## src/hw/rtl/sensor_row_frame_deframer_top_macros.svh

```systemverilog
// Assertion macros shared by the deframer RTL.
`ifndef SENSOR_ROW_FRAME_DEFRAMER_TOP_MACROS_SVH
`define SENSOR_ROW_FRAME_DEFRAMER_TOP_MACROS_SVH

`ifndef SYNTHESIS
`define SRFD_ASSERT_IMP(label, clk, rst_n, ante, cons) \
	label: assert property (@(posedge clk) disable iff (!rst_n) (ante) |-> (cons)) \
		else $error("srfd assertion failed");
`define SRFD_ASSERT_NXT(label, clk, rst_n, ante, cons) \
	label: assert property (@(posedge clk) disable iff (!rst_n) (ante) |=> (cons)) \
		else $error("srfd assertion failed");
`else
`define SRFD_ASSERT_IMP(label, clk, rst_n, ante, cons)
`define SRFD_ASSERT_NXT(label, clk, rst_n, ante, cons)
`endif

`endif

```

## src/hw/rtl/srfd_pkg.sv

```systemverilog
// Types and constants shared by the deframer modules.
package srfd_pkg;

	localparam logic KIND_PIXEL = 1'b0;
	localparam logic KIND_END   = 1'b1;

	localparam logic [7:0] SYNC_0   = 8'hAA;
	localparam logic [7:0] SYNC_1   = 8'h55;
	localparam logic [7:0] SYNC_2   = 8'h00;
	localparam logic [7:0] CMD_ROWS = 8'h24;
	localparam logic [7:0] END_CR   = 8'h0D;
	localparam logic [7:0] END_LF   = 8'h0A;

	localparam logic [15:0] LEN_160X120 = 16'd321;
	localparam logic [15:0] LEN_120X120 = 16'd241;
	localparam logic [15:0] LEN_80X80   = 16'd161;
	localparam logic [15:0] LEN_LIMIT   = 16'd1000;

	localparam int TDATA_W = 104;

	typedef struct packed {
		logic        kind;
		logic [7:0]  row;
		logic [8:0]  column;
		logic [15:0] pixel_value;
		logic [7:0]  frame_command;
		logic        trailer_ok;
		logic        image_complete;
		logic [6:0]  image_height;
		logic [7:0]  image_width;
		logic [15:0] header_check;
		logic [15:0] trailer_check;
	} res_t;

endpackage

```

## src/hw/rtl/srfd_parse.sv

```systemverilog
// Front end: frame parser that turns each accepted byte into at most one result.
`include "sensor_row_frame_deframer_top_macros.svh"

module srfd_parse
	import srfd_pkg::*;
(
	input  logic       clk,
	input  logic       arst_n,
	input  logic       in_beat,
	input  logic [7:0] rx_byte,
	output logic       res_valid,
	output res_t       res
);

	typedef enum logic [3:0] {
		ST_WAIT_AA, ST_WANT_55, ST_WANT_00, ST_CMD, ST_LEN_HI, ST_LEN_LO,
		ST_HCK_HI, ST_HCK_LO, ST_PAYLOAD, ST_TCK_HI, ST_TCK_LO, ST_END_0D, ST_END_0A
	} state_t;

	state_t      state_q, state_d;
	logic [7:0]  cmd_q, cmd_d;
	logic [15:0] len_q, len_d;
	logic [15:0] hck_q, hck_d;
	logic [15:0] tck_q, tck_d;
	logic [7:0]  row_q, row_d;
	logic [7:0]  high_q, high_d;
	logic [8:0]  pairs_q, pairs_d;
	logic [15:0] pos_q, pos_d;
	logic [6:0]  height_q, height_d;
	logic [7:0]  width_q, width_d;
	logic        rows_active;
	logic        good_end;
	logic        done;

	assign rows_active = (cmd_q == CMD_ROWS) && (len_q != '0) && (len_q < LEN_LIMIT);

	always_comb begin
		state_d  = state_q;
		cmd_d    = cmd_q;
		len_d    = len_q;
		hck_d    = hck_q;
		tck_d    = tck_q;
		row_d    = row_q;
		high_d   = high_q;
		pairs_d  = pairs_q;
		pos_d    = pos_q;
		height_d = height_q;
		width_d  = width_q;
		good_end = 1'b0;
		done     = 1'b0;
		res_valid = 1'b0;
		res.kind           = KIND_PIXEL;
		res.row            = row_q;
		res.column         = pairs_q;
		res.pixel_value    = {high_q, rx_byte};
		res.frame_command  = cmd_q;
		res.trailer_ok     = 1'b0;
		res.image_complete = 1'b0;
		res.image_height   = height_q;
		res.image_width    = width_q;
		res.header_check   = hck_q;
		res.trailer_check  = '0;
		case (state_q)
			ST_WAIT_AA: begin
				if (rx_byte == SYNC_0) state_d = ST_WANT_55;
			end
			ST_WANT_55: state_d = (rx_byte == SYNC_1) ? ST_WANT_00 : ST_WAIT_AA;
			ST_WANT_00: state_d = (rx_byte == SYNC_2) ? ST_CMD : ST_WAIT_AA;
			ST_CMD: begin
				cmd_d   = rx_byte;
				row_d   = '0;
				pairs_d = '0;
				high_d  = '0;
				tck_d   = '0;
				state_d = ST_LEN_HI;
			end
			ST_LEN_HI: begin
				len_d   = {rx_byte, 8'h00};
				state_d = ST_LEN_LO;
			end
			ST_LEN_LO: begin
				len_d   = {len_q[15:8], rx_byte};
				state_d = ST_HCK_HI;
			end
			ST_HCK_HI: begin
				hck_d   = {rx_byte, 8'h00};
				state_d = ST_HCK_LO;
			end
			ST_HCK_LO: begin
				hck_d   = {hck_q[15:8], rx_byte};
				pos_d   = '0;
				state_d = (len_q == '0) ? ST_TCK_HI : ST_PAYLOAD;
			end
			ST_PAYLOAD: begin
				if (rows_active) begin
					if (pos_q == '0) begin
						row_d = rx_byte;
					end else if (pos_q[0]) begin
						high_d = rx_byte;
					end else begin
						res_valid = 1'b1;
						pairs_d   = pairs_q + 9'd1;
					end
				end
				pos_d = pos_q + 16'd1;
				if (({1'b0, pos_q} + 17'd1) >= {1'b0, len_q}) state_d = ST_TCK_HI;
			end
			ST_TCK_HI: begin
				tck_d   = {rx_byte, 8'h00};
				state_d = ST_TCK_LO;
			end
			ST_TCK_LO: begin
				tck_d   = {tck_q[15:8], rx_byte};
				state_d = ST_END_0D;
			end
			ST_END_0D: begin
				if (rx_byte != END_CR) begin
					res_valid = 1'b1;
					state_d   = ST_WAIT_AA;
				end else begin
					state_d = ST_END_0A;
				end
			end
			ST_END_0A: begin
				good_end  = (rx_byte == END_LF);
				res_valid = 1'b1;
				state_d   = ST_WAIT_AA;
			end
			default: state_d = ST_WAIT_AA;
		endcase

		if (good_end && cmd_q == CMD_ROWS) begin
			if (len_q == LEN_160X120) begin
				height_d = 7'd120;
				width_d  = 8'd160;
			end else if (len_q == LEN_120X120) begin
				height_d = 7'd120;
				width_d  = 8'd120;
			end else if (len_q == LEN_80X80) begin
				height_d = 7'd80;
				width_d  = 8'd80;
			end
			done = rows_active && (height_d != '0) &&
				(row_q == ({1'b0, height_d} - 8'd1)) && (pairs_q == {1'b0, width_d});
		end

		if (state_q == ST_END_0D || state_q == ST_END_0A) begin
			res.kind           = KIND_END;
			res.pixel_value    = '0;
			res.trailer_ok     = good_end;
			res.image_complete = done;
			res.image_height   = height_d;
			res.image_width    = width_d;
			res.trailer_check  = tck_q;
		end
	end

	always_ff @(posedge clk or negedge arst_n) begin
		if (!arst_n) begin
			state_q  <= ST_WAIT_AA;
			cmd_q    <= '0;
			len_q    <= '0;
			hck_q    <= '0;
			tck_q    <= '0;
			row_q    <= '0;
			high_q   <= '0;
			pairs_q  <= '0;
			pos_q    <= '0;
			height_q <= '0;
			width_q  <= '0;
		end else if (in_beat) begin
			state_q  <= state_d;
			cmd_q    <= cmd_d;
			len_q    <= len_d;
			hck_q    <= hck_d;
			tck_q    <= tck_d;
			row_q    <= row_d;
			high_q   <= high_d;
			pairs_q  <= pairs_d;
			pos_q    <= pos_d;
			height_q <= height_d;
			width_q  <= width_d;
		end
	end

	`SRFD_ASSERT_IMP(a_pixel_only_rows, clk, arst_n,
		res_valid && res.kind == KIND_PIXEL, cmd_q == CMD_ROWS && state_q == ST_PAYLOAD)
	`SRFD_ASSERT_NXT(a_end_resyncs, clk, arst_n,
		in_beat && res_valid && res.kind == KIND_END, state_q == ST_WAIT_AA)

endmodule

```

## src/hw/rtl/srfd_queue.sv

```systemverilog
// Short result queue between the parser and the output stage.
`include "sensor_row_frame_deframer_top_macros.svh"

module srfd_queue
	import srfd_pkg::*;
#(
	parameter int DEPTH = 4
) (
	input  logic clk,
	input  logic arst_n,
	input  logic push,
	input  res_t push_data,
	output logic full,
	input  logic pop,
	output logic empty,
	output res_t head
);

	localparam int AW = (DEPTH > 1) ? $clog2(DEPTH) : 1;
	localparam int CW = $clog2(DEPTH + 1);

	res_t          mem_q [DEPTH];
	logic [AW-1:0] wr_ptr_q;
	logic [AW-1:0] rd_ptr_q;
	logic [CW-1:0] count_q;

	assign full  = (count_q == CW'(DEPTH));
	assign empty = (count_q == '0);
	assign head  = mem_q[rd_ptr_q];

	always_ff @(posedge clk) begin
		if (push) mem_q[wr_ptr_q] <= push_data;
	end

	always_ff @(posedge clk or negedge arst_n) begin
		if (!arst_n) begin
			wr_ptr_q <= '0;
			rd_ptr_q <= '0;
			count_q  <= '0;
		end else begin
			if (push) wr_ptr_q <= (wr_ptr_q == AW'(DEPTH - 1)) ? '0 : wr_ptr_q + AW'(1);
			if (pop) rd_ptr_q <= (rd_ptr_q == AW'(DEPTH - 1)) ? '0 : rd_ptr_q + AW'(1);
			if (push && !pop) count_q <= count_q + CW'(1);
			else if (pop && !push) count_q <= count_q - CW'(1);
		end
	end

	`SRFD_ASSERT_IMP(a_no_overflow, clk, arst_n, push, !full || pop)
	`SRFD_ASSERT_IMP(a_no_underflow, clk, arst_n, pop, !empty)

endmodule

```

## src/hw/rtl/srfd_emit.sv

```systemverilog
// Back end: derives the gray level and holds the packed result beat for the sink.
module srfd_emit
	import srfd_pkg::*;
(
	input  logic               clk,
	input  logic               arst_n,
	input  logic               avail,
	input  res_t               head,
	output logic               pop,
	output logic               m_tvalid,
	input  logic               m_tready,
	output logic [TDATA_W-1:0] m_tdata,
	output logic               m_tuser
);

	logic               valid_q;
	logic [TDATA_W-1:0] data_q;
	logic               kind_q;
	logic [7:0]         gray;

	assign pop  = avail && (!valid_q || m_tready);
	assign gray = head.pixel_value[13:6];

	always_ff @(posedge clk or negedge arst_n) begin
		if (!arst_n) begin
			valid_q <= 1'b0;
		end else if (pop) begin
			valid_q <= 1'b1;
		end else if (m_tready) begin
			valid_q <= 1'b0;
		end
	end

	always_ff @(posedge clk) begin
		if (pop) begin
			kind_q <= head.kind;
			data_q <= {6'b0, head.trailer_check, head.header_check, head.image_width,
				head.image_height, head.image_complete, head.trailer_ok,
				head.frame_command, gray, head.pixel_value, head.column, head.row};
		end
	end

	assign m_tvalid = valid_q;
	assign m_tdata  = data_q;
	assign m_tuser  = kind_q;

endmodule

```

## src/hw/rtl/sensor_row_frame_deframer_top.sv

```systemverilog
// Sensor row frame deframer: parses AA 55 00 framed rows into pixel and frame end beats.
// The block takes one byte beat per clock with no gaps of its own. A byte that completes
// a pixel pair or ends a frame puts its result into a QUEUE_DEPTH entry queue in the same
// cycle; the result then moves from the queue into the output register, which drives the
// master side, once that register is free. The input stalls only while the queue is full,
// so the sustained rate is one byte per cycle whenever the sink takes a beat every cycle;
// the parser's state register carries everything from one byte to the next.
module sensor_row_frame_deframer_top
	import srfd_pkg::*;
#(
	parameter int QUEUE_DEPTH = 4
) (
	input  logic               clk,
	input  logic               arst_n,
	input  logic               s_tvalid,
	output logic               s_tready,
	input  logic [7:0]         s_tdata,  // [7:0] rx_byte
	output logic               m_tvalid,
	input  logic               m_tready,
	// [7:0] row, [16:8] column, [32:17] pixel_value, [40:33] pixel_gray,
	// [48:41] frame_command, [49] trailer_ok, [50] image_complete,
	// [57:51] image_height, [65:58] image_width, [81:66] header_check,
	// [97:82] trailer_check, [103:98] zero
	output logic [TDATA_W-1:0] m_tdata,
	output logic               m_tuser   // [0] kind
);

	logic in_beat;
	logic res_valid;
	res_t res;
	logic full;
	logic empty;
	logic pop;
	res_t head;

	assign s_tready = !full;
	assign in_beat  = s_tvalid && s_tready;

	srfd_parse u_parse (
		.clk       (clk),
		.arst_n    (arst_n),
		.in_beat   (in_beat),
		.rx_byte   (s_tdata),
		.res_valid (res_valid),
		.res       (res)
	);

	srfd_queue #(
		.DEPTH (QUEUE_DEPTH)
	) u_queue (
		.clk       (clk),
		.arst_n    (arst_n),
		.push      (in_beat && res_valid),
		.push_data (res),
		.full      (full),
		.pop       (pop),
		.empty     (empty),
		.head      (head)
	);

	srfd_emit u_emit (
		.clk      (clk),
		.arst_n   (arst_n),
		.avail    (!empty),
		.head     (head),
		.pop      (pop),
		.m_tvalid (m_tvalid),
		.m_tready (m_tready),
		.m_tdata  (m_tdata),
		.m_tuser  (m_tuser)
	);

endmodule
```

## config.mk

```make
export PLATFORM = sky130hd
export DESIGN_NAME = sensor_row_frame_deframer_top
export DESIGN_NICKNAME = d
export VERILOG_FILES = /design/src/hw/rtl/srfd_pkg.sv /design/src/hw/rtl/srfd_parse.sv /design/src/hw/rtl/srfd_queue.sv /design/src/hw/rtl/srfd_emit.sv /design/src/hw/rtl/sensor_row_frame_deframer_top.sv
export VERILOG_INCLUDE_DIRS = /design/src /design/src/hw/rtl
export SDC_FILE = /design/constraint.sdc
export NUM_CORES = 1
export LEC_CHECK = 0
export BUFFER_PORTS_ARGS = -buffer_cell sky130_fd_sc_hd__buf_2
export CAP_MARGIN = 20
export CORE_ASPECT_RATIO = 1.4
export CORE_MARGIN = 2
export CORE_UTILIZATION = 55
export CTS_CLUSTER_DIAMETER = 60
export DETAILED_ROUTE_END_ITERATION = 16
export PLACE_DENSITY = 0.69
export SLEW_MARGIN = 20
export SYNTH_ARGS = -nofsm -noshare
export SYNTH_HDL_FRONTEND = slang
export SYNTH_SLANG_ARGS = --single-unit
```

## constraint.sdc

```tcl
create_clock -name clk -period 8.4 [get_ports clk]
set_input_delay 0.84 -clock clk [delete_from_list [all_inputs] [get_ports clk]]
set_output_delay 0.84 -clock clk [all_outputs]
set_load 0.02 [all_outputs]
```

# Yosys cells after proc, flatten, opt, wreduce, memory -nomap -nowiden
# Memories as Yosys holds them, arrays and structs flattened.
# Index checks and enable logic that the tools add are counted.
# Widths: inputs -> output; s select.
# op_classes
addsub	8
order_cmp	2
eq_ne	32
n_mux	51
bitwise_logic	3
reduce_logical	45
# ops
operator	n
$pmux 16 s2	3
$mux 8	10
$pmux 16 s3	1
$pmux 4 s12	1
$mux 7	5
$eq 16x8->1 const B	2
$logic_not 16->1	2
$mux 16	2
$pmux 8 s2	2
$mux 9	3
$eq 4x4->1 const B	5
$pmux 9 s2	1
$add 16x1->17 const B	1
$ge 17x16->1	1
$mux 17	1
$add 16x1->16 const B	1
$eq 16x9->1 const B	1
$eq 4x3->1 const B	4
$lt 16x10->1 const B	1
$reduce_bool 16->1	1
$reduce_bool 2->1	7
$mux 1	12
$mux 4	3
$reduce_and 3->1	4
other kinds (33)	67
# word_totals
ff_bits	223
ram_bits	364
inputBits	12
output_inout_bits	107
word_cells	162
memories	1
# memory_table
name	words	word_bits	rd	rd_ports_with_merged_regs	wr	line	text
u_queue.mem_q	4	91	1	0	1	srfd_queue.sv:22	res_t mem_q [DEPTH];

# Depth between registers and ports, before layout
# Gate-level depths: netlist of run 1.
# logic_depth
ltp_word	11
depth_mapped	16
ltp_nobuf	15

# Cells and area by module
# A second synthesis of run 1 with hierarchy kept.
# unflattened
cells_unflattened	1362
hier_area_um2	23032.1
# modules_own_cells
mod	n_inst	cells_per_inst	area_each_um2	seq_area_each_um2
srfd_queue	1	512	13546.7	11105.7
srfd_parse	1	736	6577.6	2902.8
srfd_emit	1	110	2885.3	2757.6
sensor_row_frame_deframer_top	1	4	22.5	0.0

# Worst setup path before layout of run 1
# No wires, ideal clock.
# synth_path
kind	input to register
from	input port m_tready
to	register u_queue.count_q[1]
setup_time_ns	0.125
arrival_time_ns	6.748
t_required_ns	8.275
slack_ns	1.528
cell_stages	7
path_buffers	0
path_cell_list	inv_1 a21oi_1 inv_1 ha_1 inv_1 fa_1 mux2_2
# synth_between
elab_chain_cells	5
elab_cells_between_ends	7
classes_between	mux: 1; reduce/logical: 6
# synth_lines
item	line	text
from (decl)	sensor_row_frame_deframer_top.sv:19	input logic m_tready,
$logic_or 1x1->1 *	srfd_emit.sv:21	assign pop = avail && (!valid_q || m_tready);
$logic_and 1x1->1 *	srfd_emit.sv:21	
via pop	sensor_row_frame_deframer_top.sv:33	logic pop;
$logic_not 1->1	srfd_queue.sv:43	if (push && !pop) count_q <= count_q + CW'(1);
$logic_and 1x1->1	srfd_queue.sv:43	
$mux 3 or $reduce_bool 2->1 (tied branches)	--	
to (signal assigned)	srfd_queue.sv:43	
to (signal assigned)	srfd_queue.sv:44	else if (pop && !push) count_q <= count_q - CW'(1);
to (decl)	srfd_queue.sv:25	logic [CW-1:0] count_q;
# The timed path passes the listed nets; every way through them passes the cells marked *.
# A chain may end at the register's enable or synchronous reset.

# Worst setup path after layout of run 1
# layout_path
from	register u_parse.cmd_q[1]
to	memory u_queue.mem_q[0][54] in the netlist's numbering (enable)
# layout_between
elab_chain_cells	8
# layout_lines
item	line	text
from (decl)	srfd_parse.sv:21	logic [7:0] cmd_q, cmd_d;
from (signal assigned)	srfd_parse.sv:173	cmd_q <= cmd_d;
$eq 8x6->1	srfd_parse.sv:35	assign rows_active = (cmd_q == CMD_ROWS) && (len_q != '0) && (len_q < LEN_LIMIT);
$logic_and 1x1->1 (2 in series)	srfd_parse.sv:35	
$mux 1	srfd_parse.sv:95	if (rows_active) begin
$pmux 1 s3	srfd_parse.sv:63	case (state_q)
$logic_and 1x1->1	sensor_row_frame_deframer_top.sv:53	.push (in_beat && res_valid),
via u_queue.push	srfd_queue.sv:11	input logic push,
$mux 1	srfd_queue.sv:32	if (push) mem_q[wr_ptr_q] <= push_data;
$mux 1 (implied by the code)	srfd_queue.sv:32	
to (decl)	srfd_queue.sv:22	
# The timed path passes the listed nets, and every way through them passes these cells.

==> flow_metrics.tcl, run 1 <==
set metrics [dict create \
    viasPerCell 5.87 \
    antenna-diode-count 0 \
    p_per_area_mw_per_mm2 308 \
    hpwl_mm 29.9 \
    synthMuxAreaShare 0.109 \
    grt_max_degree 70 \
    drt_iter0_drc 980 \
    hold_viol_final 0 \
    synth_top_family_by_area "multiplexers" \
    maxCapViolations 0 \
    die_area_mm2 0.0437 \
    end_kind "flop" \
    rows 88 \
    crit_arrival_ps 4770 \
    syn_area_mm2 0.0231 \
    fin_nets 1521 \
    synth_xor_area_frac 0.0125 \
    start_util 0.559 \
    cp_max_fo 56 \
    yosysWarnings 0 \
    period_needed_ps 4570 \
    reg2reg_slack_ps 3830 \
    switching_share 0.286 \
    required_ps 8600 \
    setup_tns_ps 0 \
    cts_made_buffers 52 \
    track_usage 0.221 \
    ys_seq_area_frac 0.726 \
    synth-compound-area-share 0.0421 \
    ios 119 \
    intPower_uw 5690 \
    crit_end "u_queue.mem_q[0][54]" \
    synthCells 1374 \
    drt-total-wl_mm 47.0 \
    cts_max_level 2 \
    syn2layout_area_growth_pct 12.3 \
    timing.rr.end "u_queue.mem_q[0][54]" \
    cpMaxStageDelayCell "and2_4" \
    synth_flop_cell "edfxtp_1" \
    setup_viol 0 \
    vias 12100 \
    cts.sinks 579 \
    clk_path_buf_depth 3 \
    clkPwrFrac 0.309 \
    drv_slew 0 \
    synth_cell_types 60 \
    r2r-start "u_parse.cmd_q[1]" \
    seqPwrFrac 0.491 \
    portBuffers 112 \
    status "finished, final reports clean" \
    ctsResizeCount 0 \
    cpPeakStageDelay_ps 910 \
    grt_pass1_vias 12400 \
    gp_congestion 0.906 \
    reg2regPathDepth 8 \
    ys_ff_latch 579 \
    worstPathCellList "nor4b_1 -> nand2_1 -> nor4_1 -> and2_1 -> nand3_1 -> a21oi_1 -> and2_4 -> buf_4" \
    p_comb_frac 0.200 \
    vdd_ir_drop_max_mv 0.233 \
    tritoncts "done" \
    synth_edf_count 455 \
    tightest_slew_ps 1020 \
    fmax_mhz 219 \
    die_x_um 177 \
    first_pass_iters 7 \
    rsz0062_at_grt "false" \
    finalClockSkew_ps 16.4 \
    hold_slack_ps 317 \
    ant_nets 0 \
    synth_area_per_cell_um2 16.8 \
    hold_buffers 0 \
    antenna_found_initial 0 \
    worst_hold_path_type "primary input to async pin" \
    period_share 0.543 \
    grt_pass1_wl_mm 72.2 \
    overflow 0 \
    die_h_um 246 \
    coreArea_mm2 0.0413 \
    drc 0 \
    clock_latency_ps 580 \
    crit_path_start "u_parse.cmd_q[1]" \
    path_class "flop to flop" \
    drive_gt1_frac 0.235 \
    ys_async_sr_fraction 0.214 \
    p_sw_uw 2280 \
    cts_root_buffer "clkbuf_16" \
    post_cts_buffers 0 \
    synth-adder-area-share 0.0155 \
    routedWlPerCell_um 22.7 \
    clkTransAtPathRegs_ps 60 \
    synth_simple_gate_area_share 0.0738 \
    p_leak_uw 0.00946 \
    slew_headroom 0.323 \
    cp-start-kind "flop" \
]
-- cells in the mapped netlist, drive strengths merged (3+ instances only) --
| master | number | area [um^2] |
|---|---|---|
| a21o | 4 | 30.0 |
| xnor2 | 17 | 149 |
| inv | 33 | 124 |
| xor2 | 16 | 140 |
| a31oi | 7 | 43.8 |
| ha | 27 | 338 |
| nand2b | 6 | 37.5 |
| edfxtp | 455 | 13700 |
| o21a | 4 | 30.0 |
| clkbuf | 38 | 143 |
| mux4 | 91 | 2050 |
| and3 | 21 | 131 |
| o31ai | 8 | 60.1 |
| nand3 | 27 | 140 |
| nor3 | 23 | 115 |
| and2 | 39 | 244 |
| nor4b | 5 | 50.0 |
| o21ai | 73 | 369 |
| nor4 | 8 | 65.1 |
| nand2 | 102 | 383 |
| nor2b | 20 | 125 |
| nand4 | 14 | 87.6 |
| nor2 | 61 | 229 |
| dfrtp | 124 | 3100 |
| buf | 37 | 211 |
| or2 | 5 | 31.3 |
| a22o | 18 | 158 |
| o2111ai | 3 | 26.3 |
| a21oi | 18 | 90.1 |
| mux2 | 40 | 450 |
-- area by class of cell --
type,count,area [um^2]
Fill cell,3000,15400
Tap cell,540,676
Clock buffer,76,1520
Multi-Input combinational cell,692,5890
Clock inverter,22,285
Inverter,33,124
Timing Repair Buffer,123,646
Sequential cell,579,16800
-- kinds of logic after synthesis --
kind of cell / after synthesis
DFF: 579
and+or+nand+nor: 339
AOI/OAI and AO/OA: 153
muxes: 133
buffers and inverters: 108
xor gates and xnor gates: 33
adders and majority gates: 28
other: 1
-- power groups by stage --
stage                     clock, uW  combinational, uW  sequential [uW]
after floorplan                   0               1050             4020
after global placement            0               1600             3950
after global routing           2610               1730             3960
after CTS                      2510               1630             3920
after detailed placement          0               1620             3980
final                          2470               1590             3910
-- state kept, by name, summed over array words and instances (netlist names), 3 cells and up --
signal            count
u_queue.mem_q       364
u_emit.m_tdata       90
u_parse.hck_q        16
u_parse.len_q        16
u_parse.pos_q        16
u_parse.tck_q        16
u_parse.pairs_q       9
u_parse.cmd_q         8
u_parse.high_q        8
u_parse.row_q         8
u_parse.width_q       8
u_parse.height_q      7
u_parse.state_q       4
u_queue.count_q       3
-- worst max-delay path: cells and delay by family, from the launching register on --
kind	cells	cell delay (ps)
AO/OA/AOI/OAI	1	650
buffers and inverters	1	610
flip-flops	1	450
AND/OR/NAND/NOR	6	2430
-- per-layer routing --
metal / wire (um) / track usage / up-vias
li1: - / - / 5461
met1: 18900 / 0.287 / 6202
met5: 0 / 0 / -
met4: 2090 / 0.102 / 0
met2: 24000 / 0.375 / 356
met3: 2010 / 0.0250 / 111
-- placed cells by master, fill, tap and decap left out, types with 8 or more instances in the layout --
cell type	synthesis	routed
a21oi_1	18	16
a22o_1	18	18
and2_1	39	35
and3_1	21	21
buf_2	4	111
buf_4	16	12
clkbuf_1	38	13
clkbuf_16	0	54
clkbuf_8	0	9
dfrtp_1	124	122
edfxtp_1	455	455
ha_1	27	27
inv_1	33	33
mux2_2	40	40
mux4_2	91	91
nand2_1	102	102
nand3_1	26	26
nand4_1	14	14
nor2_1	61	61
nor2b_1	20	20
nor3_1	23	22
o21ai_0	71	71
o31ai_1	8	8
xnor2_1	17	17
xor2_1	16	16
-- through the flow --
stage / cell area, um^2 / setup WS [ps] / util / power [uW] / instances
floorplan: 23100 / 1530 / - / 5070 / 1379
global placement: 24100 / 3960 / 0.584 / 5550 / 1967
detailed placement: 24100 / 3860 / 0.584 / 5600 / 1967
CTS: 25900 / 3830 / 0.628 / 8060 / 2065
global route: 25900 / 3470 / 0.628 / 8300 / 2065
finish: 25900 / 3830 / 0.628 / 7970 / 2065
-- how the worst min path moves through the flow --
stage                startpoint                   to  slack, ps  cells after the start
6_report                 arst_n  u_parse.height_q[2]        320                      1
5_1_grt                  arst_n  u_parse.height_q[2]        370                      1
3_3_place_gp   u_parse.tck_q[7]     u_parse.tck_q[7]        460                      2
3_5_place_dp   u_parse.tck_q[8]     u_parse.tck_q[8]        470                      2
2_1_floorplan  u_parse.tck_q[0]     u_parse.tck_q[0]        440                      2
4_1_cts                  arst_n  u_parse.height_q[2]        330                      1
No activity file was read; power rests on OpenSTA's default activity.
==> run 2, diff against run 1 <==
--- a/config.mk
+++ b/config.mk
@@ -6,6 +6,7 @@
 export SDC_FILE = /design/constraint.sdc
 export NUM_CORES = 1
 export LEC_CHECK = 0
+export ABC_AREA = 1
 export BUFFER_PORTS_ARGS = -buffer_cell sky130_fd_sc_hd__buf_2
 export CAP_MARGIN = 20
 export CORE_ASPECT_RATIO = 1.4
@@ -13,7 +14,7 @@
 export CORE_UTILIZATION = 55
 export CTS_CLUSTER_DIAMETER = 60
 export DETAILED_ROUTE_END_ITERATION = 16
-export PLACE_DENSITY = 0.69
+export PLACE_DENSITY = 0.72
 export SLEW_MARGIN = 20
 export SYNTH_ARGS = -nofsm -noshare
 export SYNTH_HDL_FRONTEND = slang
==> constraint.sdc (replaced) <==
create_clock -name clk -period 3.8 [get_ports clk]
set_input_delay 0.38 -clock clk [delete_from_list [all_inputs] [get_ports clk]]
set_output_delay 0.38 -clock clk [all_outputs]
set_load 0.02 [all_outputs]
==> flow_metrics.tcl, run 2 <==
set metrics [dict create \
    clk_path_buf_depth 3 \
    post_cts_buffers 0 \
    fmax_mhz 317 \
    cts.sinks 579 \
    setup_tns_ps 0 \
    path_class "flop to flop" \
    crit_buf_inv 2 \
    cts_root_buffer "clkbuf_16" \
    top_register "u_queue.mem_q" \
    hpwl_mm 32.8 \
    gp_congestion 0.890 \
    grt_pass1_wl_mm 82.3 \
    portBuffers 112 \
    period_needed_ps 3160 \
    fin_nets 2139 \
    cp_common_cell "nand2_1" \
    yosys-top-cells-count "edfxtp_1 (455), nor2_1 (295), o21ai_0 (256), nand2_1 (219), inv_1 (158)" \
    drc 0 \
    synth-adder-area-share 0.0151 \
    syn_area_mm2 0.0237 \
    first_pass_iters 5 \
    clock_latency_ps 600 \
    cpPeakStageDelay_ps 490 \
    crit_arrival_ps 3630 \
    synth-compound-area-share 0.0977 \
    drive_gt1_frac 0.141 \
    period_share 0.831 \
    synth.most_common_cell "edfxtp_1" \
    hold_buffers 2 \
    antenna_found_initial 0 \
    finalClockSkew_ps 30.1 \
    coreArea_mm2 0.0428 \
    synthCells 1998 \
    cts_max_level 2 \
    start_util 0.554 \
    synth_area_per_cell_um2 11.9 \
    vdd_ir_drop_max_mv 0.371 \
    final_common_cell "edfxtp_1" \
    ys_ff_latch 579 \
    drv_slew 0 \
    viasPerCell 5.68 \
    pre_cts_ws_ps 690 \
    ys_seq_area_frac 0.707 \
    setup_ws_ps 643 \
    overflow 0 \
    hold_viol_final 0 \
    cts_made_buffers 51 \
    multi_input_area_mm2 0.00588 \
    vias 15300 \
    synth_top_family_by_area "simple AND/OR/NAND/NOR gates" \
    grt_pass1_vias 15300 \
    synth_xor_area_frac 0.00739 \
    end_kind "flop" \
    synthMuxAreaShare 0 \
    cp_max_fo 8 \
    final_cell_mix "edfxtp_1 (455), nor2_1 (291), o21ai_0 (256)" \
    maxCapViolations 0 \
    drt-total-wl_mm 52.9 \
    track_usage 0.234 \
    tritoncts "done" \
    setup_viol 0 \
    synth_cell_types 46 \
    clkTransAtPathRegs_ps 60 \
    routedWlPerCell_um 19.6 \
    synth_top_area_frac 0.577 \
    synth_edf_count 455 \
    synth_flop_cell "edfxtp_1" \
    drt_iter0_drc 1231 \
    fillers 3287 \
    rows 90 \
    yosysWarnings 0 \
    cpMaxStageDelayCell "dfrtp_1" \
    crit_family "simple AND/OR/NAND/NOR gates" \
    tightest_slew_ps 1110 \
    yosysTopAreaCell "edfxtp_1" \
    rsz0062_at_grt "false" \
    antenna-diode-count 0 \
    largest_reg_flops 364 \
    die_h_um 250 \
    r2r-start "u_parse.pos_q[0]" \
    worstPathCellList "ha_1 -> nand2_1 -> nor2_2 -> nand3_2 -> nor2_2 -> nand3_2 -> nor3_2 -> nand2_1 -> xor2_1 -> inv_1 -> ha_1 -> nand2_1 -> inv_1 -> nand3_1 -> o41ai_1 -> nor2_1 -> nand2_2 -> nand2_2 -> nand2_1 -> nand2_1" \
    grt_max_degree 106 \
    p_leak_uw 0.0103 \
    ant_nets 0 \
    seq_area_mm2 0.0168 \
    slew_headroom 0.257 \
    cp-start-kind "flop" \
    die_area_mm2 0.0448 \
    p_per_area_mw_per_mm2 671 \
    worst_hold_path_type "primary input to flop" \
    ios 119 \
    synth_simple_gate_area_share 0.125 \
    ctsResizeCount 0 \
    required_ps 4280 \
    syn2layout_area_growth_pct 11.7 \
    crit_path_start "u_parse.pos_q[0]" \
    min_from "s_tdata[0]" \
    status "finished, final reports clean" \
    die_x_um 179 \
    ys_async_sr_fraction 0.214 \
    synthTopCellsByArea "edfxtp_1 (58%), dfrtp_1 (13%), o21ai_0 (5.4%)" \
]
[run 2: cell count changes after synthesis, sizes merged, moves of 38 or more]
cell	previous run	this run
and2	39	1
inv	33	169
mux2	40	0
mux4	91	0
nand2	102	237
nand3	27	77
nor2	61	315
o21ai	73	288
o22ai	2	109
[run 2: cell type report]
cell class,instances,area share
sequential,579,0.633
multi-input combinational,1155,0.222
clock buffer,75,0.0543
timing repair buffer,139,0.0319
tap,552,0.0261
inverter,173,0.0247
clock inverter,20,0.00761
[run 2: tightest hold or removal path: cells and delay by family]
| kind | cells | cell delay (ps) |
|---|---|---|
| buf+inv | 1 | 150 |
| simple gates | 2 | 160 |
[run 2: stage by stage]
step	cells	utilization	total power, uW	instance area, um^2	hold WS, ps
global placement	2596	0.580	12700	24800	450
finish	2693	0.619	17800	26500	145
global route	2693	0.619	18600	26500	130
floorplan	2003	-	11300	23700	84.4
detailed placement	2596	0.580	12900	24800	466
CTS	2693	0.619	17900	26500	113
[run 2: cell families (layout without fill, tap and decap cells)]
family / count (synthesis) / count (layout)
AO/OA/AOI/OAI: 423 / 423
XOR/XNOR: 20 / 20
adder cells (fa/ha/maj): 28 / 28
buffers and inverters: 269 / 407
flip-flops: 579 / 579
other: 1 / 6
AND/OR/NAND/NOR: 678 / 678
[run 2: final timing paths]
path	endpoint	depth (start not counted)	slack, ps
worst min register to register	u_parse.height_q[4]	2	470
max in group asynchronous	u_parse.pos_q[7]	3	2490
worst max register to register	u_parse.state_q[2]	20	640
worst min-delay path	u_parse.hck_q[8]	3	140
min in group asynchronous	u_parse.pairs_q[6]	2	420
worst max-delay path	u_parse.state_q[2]	20	640
[run 2: routing by layer]
layer	track usage	vias to the layer above	wire (um)
li1	-	7183	-
met2	0.417	412	27600
met1	0.296	7611	21200
met5	0	-	0
met4	0.0801	0	1450
met3	0.0296	97	2540
[run 2: report_power, final]
part / total (uW) / switching, uW / internal (uW)
clock: 5060 / 2270 / 2800
combinational: 4630 / 3270 / 1360
sequential: 8070 / 329 / 7740
==> run 3, diff against run 2 <==
--- a/config.mk
+++ b/config.mk
@@ -14,7 +14,7 @@
 export CORE_UTILIZATION = 55
 export CTS_CLUSTER_DIAMETER = 60
 export DETAILED_ROUTE_END_ITERATION = 16
-export PLACE_DENSITY = 0.72
+export PLACE_DENSITY = 0.69
 export SLEW_MARGIN = 20
 export SYNTH_ARGS = -nofsm -noshare
 export SYNTH_HDL_FRONTEND = slang
==> constraint.sdc (replaced) <==
create_clock -name clk -period 3.3 [get_ports clk]
set_input_delay 0.33 -clock clk [delete_from_list [all_inputs] [get_ports clk]]
set_output_delay 0.33 -clock clk [all_outputs]
set_load 0.02 [all_outputs]
==> flow_metrics.tcl, run 3 (synthesized netlist as in run 2, its figures left out) <==
set metrics [dict create \
    status "finished, final reports clean" \
    drc 0 \
    placed_cells 2603 \
    pre_cts_ws_ps 373 \
    power_uw 20500 \
    tritoncts "done" \
    largest_reg_flops 364 \
    track_usage 0.235 \
    finalClockSkew_ps 22.0 \
    cts_root_buffer "clkbuf_16" \
    fmax_mhz 342 \
    rsz0062_at_grt "false" \
    die_x_um 179 \
    coreArea_mm2 0.0428 \
    crit_arrival_ps 3400 \
    grt_max_degree 185 \
    post_cts_buffers 0 \
    portBuffers 112 \
    cts_made_buffers 54 \
    top_register "u_queue.mem_q" \
    hold_slack_ps 70.3 \
    die_area_mm2 0.0448 \
    vdd_ir_drop_max_mv 1.03 \
    cts_max_level 2 \
    period_needed_ps 2920 \
    p_leak_uw 0.0104 \
    rows 90 \
    ant_nets 0 \
    setup_ws_ps 377 \
    gp_congestion 0.877 \
    slew_headroom 0.274 \
    grt_pass1_vias 15000 \
    viasPerCell 5.65 \
    ios 119 \
    maxCapViolations 0 \
    fin_nets 2149 \
    antenna-diode-count 0 \
    cts.sinks 579 \
    period_share 0.886 \
    clk_path_buf_depth 3 \
    clkTransAtPathRegs_ps 60 \
    hpwl_mm 32.3 \
    r2r-start "u_parse.pos_q[1]" \
    end_kind "flop" \
    setup_tns_ps 0 \
    clock_latency_ps 590 \
    die_h_um 250 \
    hold_viol_final 0 \
    start_util 0.554 \
    p_per_area_mw_per_mm2 771 \
    path_class "flop to flop" \
    overflow 0 \
    routedWlPerCell_um 19.5 \
    required_ps 3780 \
    final_common_cell "edfxtp_1" \
    final_cell_mix "edfxtp_1 (455), nor2_1 (291), o21ai_0 (256)" \
    setup_viol 0 \
    stdcell_count 2706 \
    cp-start-kind "flop" \
    drv_slew 0 \
    worst_hold_path_type "primary input to flop" \
    grt_pass1_wl_mm 82.6 \
    min_from "s_tdata[5]" \
    drt-total-wl_mm 52.7 \
    vias 15300 \
    antenna_found_initial 0 \
    cp_max_fo 5 \
    crit_path_start "u_parse.pos_q[1]" \
    drt_iter0_drc 1325 \
    drive_gt1_frac 0.144 \
    tightest_slew_ps 1080 \
    syn2layout_area_growth_pct 12.4 \
    first_pass_iters 5 \
]
==> run 3: cell count changes in the layout (fill, tap and decap cells not counted), moves of 3 or more <==
cell / delta
buf_12: +5
clkinv_1: +7
clkinvlp_4: +3
inv_6: -5
clkbuf_16: +3
==> run 3: critical path, stage by stage, from the launching register on <==
cell	delay [ps]
dfrtp_1	380
ha_1	190
nand2_1	70
nor2_2	150
nand3_2	110
nor2_2	150
nand3_2	120
nor3_2	120
nand2_1	100
xor2_1	190
inv_1	60
ha_1	290
nand2_1	60
inv_1	60
nand3_1	80
o41ai_2	270
nor2_1	90
nand2_2	120
nand2_2	80
nand2_1	90
nand2_1	60
==> run 3: worst paths after layout <==
kind                                  endpoint  slack (ps)  depth (start not counted)
setup / recovery            u_parse.state_q[1]         380                         20
hold / removal               u_parse.hck_q[13]          70                          3
setup reg to reg            u_parse.state_q[1]         380                         20
hold reg to reg            u_parse.height_q[4]         470                          2
max in group asynchronous     u_parse.cmd_q[5]        1940                          4
min in group asynchronous  u_parse.height_q[2]         380                          2
==> run 3: through the flow <==
step | area (um^2) | utilization
floorplan | 23700 | -
finish | 26600 | 0.623
CTS | 26600 | 0.623
global placement | 24900 | 0.583
detailed placement | 24900 | 0.583
global route | 26600 | 0.623
==> run 3: final cells by class <==
class	instances	area [um^2]
well taps	552	691
inverters	173	652
clock inverters	24	169
repair buffers	146	961
clock buffers	77	1520
flip-flops and latches	579	16800
multi-input cells	1155	5890
fillers	3343	16100
==> run 3: timing repair <==
| action | in CTS | in global routing |
|---|---|---|
| endpoints found under the setup margin | 0 | 3 |
| hold buffers | 2 | 0 |
| gates resized for setup | 0 | 1 |
| hold endpoints to repair | 59 | 0 |
==> run 3: power by group <==
| group | internal, uW | switching, uW |
|---|---|---|
| Sequential | 8920 | 297 |
| Clock | 3290 | 2600 |
| Combinational | 1590 | 3840 |
| Total | 13800 | 6740 |
==> run 3: routing by layer <==
metal	global-route usage	wire (um)	share of wire
met5	0	0	0
met4	0.0808	1590	0.030
met3	0.0282	2490	0.047
met2	0.411	27100	0.51
met1	0.305	21600	0.41
